--- src/rtl/core/skvt_pkg.sv ---
// Shared sizes, action codes and inter-module structs of the sparse key/value table.
// No dependencies.
`default_nettype none

package skvt_pkg;

    // Table size and derived widths
    localparam int CAPACITY = 64;
    localparam int IDX_W    = (CAPACITY > 1) ? $clog2(CAPACITY) : 1;
    localparam int CNT_W    = $clog2(CAPACITY + 1);
    localparam int KEY_W    = 32;
    localparam int VAL_W    = 32;
    localparam int OUT_CNT_W = 7;

    // Action codes of an input word
    typedef enum logic [1:0] {
        ACT_SET   = 2'd0,
        ACT_UNSET = 2'd1,
        ACT_QUERY = 2'd2
    } action_t;

    // Result of the parallel key compare and free-slot search
    typedef struct packed {
        logic             hit;
        logic [IDX_W-1:0] hit_idx;
        logic             free_any;
        logic [IDX_W-1:0] free_idx;
    } skvt_lookup_t;

    // Slot changes requested by the top level
    typedef struct packed {
        logic insert;   // claim lowest free slot for the key
        logic remove;   // drop the slot that holds the key
    } skvt_update_t;

    // One-hot (or zero) vector to slot index
    function automatic logic [IDX_W-1:0] onehot_to_idx(input logic [CAPACITY-1:0] vec);
        logic [IDX_W-1:0] idx;
        idx = '0;
        for (int i = 0; i < CAPACITY; i++) begin
            if (vec[i])
            begin
                idx = idx | IDX_W'(i);
            end
        end
        return idx;
    endfunction

endpackage

`default_nettype wire

--- src/rtl/core/skvt_match.sv ---
// Key store of the table: valid bits and keys in flops, a compare on every slot
// and a lowest-free-slot search. Depends on skvt_pkg.
`default_nettype none

module skvt_match
    import skvt_pkg::*;
(
    input  wire logic             clk,
    input  wire logic             rst_n,
    input  wire logic [KEY_W-1:0] key,
    input  wire skvt_update_t     update,
    output skvt_lookup_t          lookup
);

    logic [CAPACITY-1:0] valid_reg;
    logic [CAPACITY-1:0] valid_next;
    logic [KEY_W-1:0]    key_reg [CAPACITY];

    logic [CAPACITY-1:0] match_vec;
    logic [CAPACITY-1:0] free_vec;
    logic [CAPACITY-1:0] free_first;

    // Compare the key against every slot
    always_comb
    begin
        for (int i = 0; i < CAPACITY; i++) begin
            match_vec[i] = valid_reg[i] && (key_reg[i] == key);
        end
    end

    // Lowest free slot: isolate the lowest set bit of the free vector
    assign free_vec   = ~valid_reg;
    assign free_first = free_vec & (~free_vec + CAPACITY'(1));

    assign lookup.hit      = |match_vec;
    assign lookup.hit_idx  = onehot_to_idx(match_vec);
    assign lookup.free_any = |free_vec;
    assign lookup.free_idx = onehot_to_idx(free_first);

    // Valid bits after an insert or a remove
    always_comb
    begin
        valid_next = valid_reg;
        if (update.insert)
        begin
            valid_next = valid_next | free_first;
        end
        if (update.remove)
        begin
            valid_next = valid_next & ~match_vec;
        end
    end

    always_ff @(posedge clk or negedge rst_n)
    begin
        if (!rst_n)
        begin
            valid_reg <= '0;
        end
        else
        begin
            valid_reg <= valid_next;
        end
    end

    // Keys land in the slot claimed by an insert
    always_ff @(posedge clk)
    begin
        for (int i = 0; i < CAPACITY; i++) begin
            if (update.insert && free_first[i])
            begin
                key_reg[i] <= key;
            end
        end
    end

endmodule

`default_nettype wire

--- config.mk ---
export PLATFORM = sky130hd
export DESIGN_NAME = skvt_match
export DESIGN_NICKNAME = d
export VERILOG_FILES = /design/src/rtl/core/skvt_pkg.sv /design/src/rtl/core/skvt_match.sv
export SDC_FILE = /design/constraint.sdc
export NUM_CORES = 2
export LEC_CHECK = 0
export BUFFER_PORTS_ARGS = -buffer_cell sky130_fd_sc_hd__buf_4
export CAP_MARGIN = 10
export CORE_ASPECT_RATIO = 1.25
export CORE_UTILIZATION = 45
export CTS_CLUSTER_DIAMETER = 30
export DETAILED_ROUTE_END_ITERATION = 16
export PLACE_DENSITY = 0.67
export RECOVER_POWER = 25
export SLEW_MARGIN = 20
export SYNTH_ARGS = -nofsm -noshare
export SYNTH_HDL_FRONTEND = slang
export SYNTH_SLANG_ARGS = --single-unit
--- constraint.sdc ---
create_clock -name clk -period 5.4 [get_ports clk]
set_clock_uncertainty 0.15 [all_clocks]
set_input_delay 0.27 -clock clk [delete_from_list [all_inputs] [get_ports clk]]
set_output_delay 0.27 -clock clk [all_outputs]
set_load 0.05 [all_outputs]
# Word level (Yosys, flattened, before mapping)
# Memory sizes are Yosys's and may differ from the RTL's.
# Index checks and enable logic that the tools add are counted.
# totals
mem_count,1
in_bits,36
ramBits,2048
elab_cells,711
out_inout_bits,14
register_bits,64
# classes
n_mux,445
n_addsub,1
n_reduce_logical,193
bitwise,6
eq_ne,64
# memory_table
memory,depth,width,read_ports,rd_clocked_by_memory_dff,wr,line,rtl
key_reg,64,32,64,0,1,skvt_match.sv:17,logic [KEY_W-1:0] key_reg [CAPACITY];
# ops
op,n
equality test 32 bit,64
two-way mux 32 bit,63
OR reduction 32 bit,63
two-way mux 6 bit,127
two-way mux 1 bit,193
NOT 64 bit,3
two-way mux 5 bit,32
bitwise AND 64 bit,2
logical AND 1 bit,128
two-way mux 64 bit,2
OR reduction 64 bit,2
adder 64 x 1 -> 64 bit (second input constant),1
two-way mux 4 bit,16
OR 64 bit,1
two-way mux 3 bit,8
two-way mux 2 bit,4

# Longest topological paths before layout
# logic_depth
ltp_word,71
ltp_mapped,12
depth_no_buf,8

# Worst setup path after synthesis
# OpenSTA, ideal clock, no wires.
# synth_path
path_kind,register -> register
from,register valid_reg[18]
to,"memory key_reg[57][0], in the netlist key_reg[1][800] (enable)"
t_required_ns,4.748
stages_incl_launch_ff,9
path_buffers,2
arrival_time_ns,5.052
setup_ns,0.502
synth_period_minus_slack_ns,5.703
slack_ns,-0.303
path_cell_list,dfrtp_1 -> buf_2 -> nand4_4 -> or3_4 -> nor4_2 -> and3_1 -> buf_2 -> nand2_1 -> nor4_1
# synth_via
elab_chain_cells,54
word_cells_on_any_way,280
cone_classes,add/sub: 1; mux: 184; bitwise: 3; reduce/logical: 92
# synth_rtl
element,line,rtl
from (decl),skvt_match.sv:15,logic [CAPACITY-1:0] valid_reg;
from (signal assigned),skvt_match.sv:62,valid_reg <= valid_next;
NOT 64 bit *,skvt_match.sv:32,assign free_vec = ~valid_reg;
NOT 64 bit,skvt_match.sv:33,assign free_first = free_vec & (~free_vec + CAPACITY'(1));
adder 64 x 1 -> 64 bit,skvt_match.sv:33,
bitwise AND 64 bit *,skvt_match.sv:33,
logical AND 1 bit,skvt_match.sv:70,if (update.insert && free_first[i])
two-way mux 1 bit,skvt_match.sv:70,
two-way mux 1 bit (implied by the code),skvt_match.sv:72,key_reg[i] <= key;
OR reduction 32 bit (no source line),n/a,
two-way mux 6 bit (no source line) or two-way mux 1 bit (tied branches) (46 in a row),n/a,
to (decl),skvt_match.sv:17,
# Mark *: on every way between the ends. The rest lies on a longest branch, timed or not.

==> implementation parameters <==
Parameter                              Value

Outcome
  Result of the run    completed

Detailed routing
  Final antenna-violating net count    0
  Vias after detailed routing    51429
  Total DRC errors in the routed layout    0
  Mean number of vias per cell    roughly 5.6
  Post-DR wirelength/cell    28.2 um
  Drt first-iter violations    5188
  Initial DRT Pass Iterations    6
  Total routed wirelength    258 mm

Yosys
  Post-synthesis instance area    0.0900 mm2
  Most used DFF post-synth    sky130_fd_sc_hd__edfxtp_1
  Flops & latches, synth    roughly 2100
  Per-instance average area after synthesis    15.6 um2
  Number of enable-type register cells in the synthesized netlist    between 2000 and 2500
  Share of synthesized registers carrying an async set or reset    3.03%
  Yosys cell types    66
  Number of instances in the synthesized netlist    around 5800
  Net count after synthesis    5791
  Number of warnings issued by yosys    0
  Fraction of the yosys area taken by sequential cells    70.1%

Setup path
  Critical path cell sequence    dlygate4sd3_1, clkbuf_8, buf_12, buf_4, xor2_1, nor4_2, nand3_1, or3_1, nand3_1, nor3_1, nand3_1, buf_4
  Arrival time at the worst endpoint    between 4 and 5 ns
  Crit path capture type    output pin
  Critical setup path kind    input port to output pin
  Largest driver fanout on the critical path    39
  Slowest stage delay, CP    0.75 ns
  Cell with the largest stage delay on the worst path    sky130_fd_sc_hd__or3_1
  Data required, critical path    4.98 ns
  Top cell by count, worst path    sky130_fd_sc_hd__nand3_1
  Crit path launch type    input port

Finish
  Most frequent cells in the layout    sky130_fd_sc_hd__edfxtp_1, sky130_fd_sc_hd__xnor2_1, sky130_fd_sc_hd__xor2_1
  Fraction of final layout cells sized beyond drive strength 1    14.5%
  Core Util, Final    54.3%
  Number of nets in the finished design    6307
  Number of flip-flops under the largest register name    just over 2000
  Most common library cell in the layout ignoring fill and taps    sky130_fd_sc_hd__edfxtp_1
  Post-synthesis to final-layout area growth    19.9%
  Post-route cell area    0.108 mm2

Hold path
  Tightest Hold Check Type    input port to flip-flop

Timing
  Worst-margin pin slew    about 1.4 ns
  Final hold vios    0
  Setup repair after global routing missed its margin    false
  Highest clock rate    between 0.15 and 0.2 GHz
  Final min period    5.25 ns
  # setup viols final    0
  Final period utilization    97.3%
  Final-report max-slew violation count    0
  Worst relative slew slack    6.11%

Pwr
  Power density of the placed cells    roughly 400 mW/mm2
  Static leakage    34.8 nW
  Highest ir drop seen on vdd    about 0.33 mV
  Total power    43.5 mW

Die
  Core Rows    183
  Total I/O pin count    50
  Standard cell core area    roughly 0.20 mm2
  Total die area    0.202 mm2
  Die extent in y    502 um
  Initial cell density of the core    45.3%
  Horizontal extent of the die    402 um

Clocking
  Number of sinks on the clock net    2112
  Clk root buf    sky130_fd_sc_hd__clkbuf_16
  Post-CTS Setup Inserts    0
  Worst-Skew Late Latency    0.98 ns
  Clock tree from TritonCTS    done
  Clock-pin slew reported for the worst setup and hold paths after clock tree synthesis    0.05 ns
  Number of clock buffers inserted by TritonCTS    360
  CTS HTree Levels    5
  Number of buffers between clock root and the deepest sink    4

Global route
  Largest net degree at the start of global routing    57
  Via count of the first global-routing pass    51347
  First-pass GRT wire length    371 mm
  Overall overflow remaining after global route    0
  Antenna violations before repair    4
  Tot GR Track Use    approximately a quarter

Flow run
  Max-cap viol count    0

Placed design
  # port buffers    49
  Final HPWL from detailed placement    160 mm
  Post-place instance area    0.0958 mm2
  Routability cong.    0.951
[kinds of logic after synthesis]
| logic type | share of synthesized area [%] |
|---|---|
| AOI/OAI and AO/OA | 1.07 |
| xor gates and xnor gates | 19.8 |
| buffers and inverters | 1.66 |
| DFF | 70.1 |
| and+or+nand+nor | 7.35 |
[worst paths after layout]
check	endpoint	from	cells after the start	slack [ns]
worst max-delay path	lookup[9]	key[28]	12	0.15
worst min-delay path	key_reg[1][646]	key[6]	2	0.19
worst max register to register	key_reg[1][550]	valid_reg[3]	7	1.39
worst min register to register	valid_reg[63]	valid_reg[63]	2	0.47
max in group asynchronous	valid_reg[3]	rst_n	4	4.03
min in group asynchronous	valid_reg[7]	rst_n	3	0.45
[power by group]
group	internal [mW]	switching [mW]	total (mW)	leakage [nW]
Sequential	18.2	0.0923	18.3	19.1
Combinational	0.855	1.83	2.69	9.91
Clock	14.4	8.06	22.5	5.75
Total	33.5	9.98	43.5	34.8
[critical path: cells and delay by family]
family | cells | cell delay [ns]
buf+inv | 5 | 1.68
simple gates | 6 | 2.63
xor+xnor | 1 | 0.08
[through the flow]
step | TNS [ns] | std cells | setup slack, ns | hold slack, ns
after floorplan | -19.42 | 5755 | -0.303 | -0.176
after global placement | 0 | 8462 | 0.116 | 0.358
after detailed placement | 0 | 8462 | 0.701 | 0.357
after CTS | 0 | 9142 | 0.105 | 0.147
after global routing | 0 | 9144 | 0.125 | 0.178
final | 0 | 9145 | 0.147 | 0.185
[synthesized netlist by cell type, types with 3 or more instances]
cell type / instances / area, um2
sky130_fd_sc_hd__nor2_1: 126 / 473
sky130_fd_sc_hd__o2111ai_1: 5 / 43.8
sky130_fd_sc_hd__clkbuf_1: 24 / 90.1
sky130_fd_sc_hd__a2bb2oi_1: 3 / 26.3
sky130_fd_sc_hd__and2_1: 8 / 50.1
sky130_fd_sc_hd__o22a_1: 23 / 201
sky130_fd_sc_hd__inv_1: 37 / 139
sky130_fd_sc_hd__or2_2: 6 / 37.5
sky130_fd_sc_hd__a21oi_1: 38 / 190
sky130_fd_sc_hd__buf_2: 202 / 1010
sky130_fd_sc_hd__nand2_1: 78 / 293
sky130_fd_sc_hd__nand2b_1: 8 / 50.1
sky130_fd_sc_hd__o21a_1: 4 / 30.0
sky130_fd_sc_hd__and3_1: 42 / 263
sky130_fd_sc_hd__or4_1: 9 / 67.6
sky130_fd_sc_hd__nor4_1: 237 / 1480
sky130_fd_sc_hd__nand4b_1: 4 / 35.0
sky130_fd_sc_hd__edfxtp_1: 2048 / 61500
sky130_fd_sc_hd__nor3b_1: 3 / 22.5
sky130_fd_sc_hd__a22oi_1: 4 / 30.0
sky130_fd_sc_hd__nor4_2: 3 / 37.5
sky130_fd_sc_hd__buf_4: 32 / 240
sky130_fd_sc_hd__xor2_1: 675 / 5910
sky130_fd_sc_hd__or3_1: 18 / 113
sky130_fd_sc_hd__o21ai_0: 20 / 100
sky130_fd_sc_hd__a2111oi_0: 5 / 43.8
sky130_fd_sc_hd__xnor2_1: 1359 / 11900
sky130_fd_sc_hd__o211ai_1: 4 / 30.0
sky130_fd_sc_hd__nand3b_1: 4 / 30.0
sky130_fd_sc_hd__nand3_1: 139 / 696
sky130_fd_sc_hd__o22ai_1: 3 / 18.8
sky130_fd_sc_hd__o31ai_1: 4 / 30.0
sky130_fd_sc_hd__a31oi_1: 9 / 56.3
sky130_fd_sc_hd__dfrtp_1: 64 / 1600
sky130_fd_sc_hd__nand4_1: 369 / 2310
sky130_fd_sc_hd__nor3_1: 100 / 500
sky130_fd_sc_hd__and4_1: 3 / 26.3
[metal layers]
layer / global-route usage (%) / part of all wire [%] / up-vias
met5: 0 / 0.0050 / -
met4: 9.11 / 3.5 / 2
li1: - / - / 22322
met2: 43.2 / 50 / 1976
met3: 4.08 / 5.9 / 438
met1: 33.1 / 41 / 26691
[timing repair]
action	CTS	global route
hold buffers	37	0
gates resized for setup	0	0
endpoints found under the hold margin	1194	0
[area by class of cell]
type | count | area (um2)
fill | 15601 | 90900
tap | 2590 | 3240
antenna | 3 | 7.51
multi-input combinational | 3345 | 25700
sequential | 2112 | 63100
clock inverter | 257 | 2780
timing repair buffer | 414 | 3720
inverter | 38 | 143
clock buffer | 386 | 9190
Power figures use the tool's default switching activity.
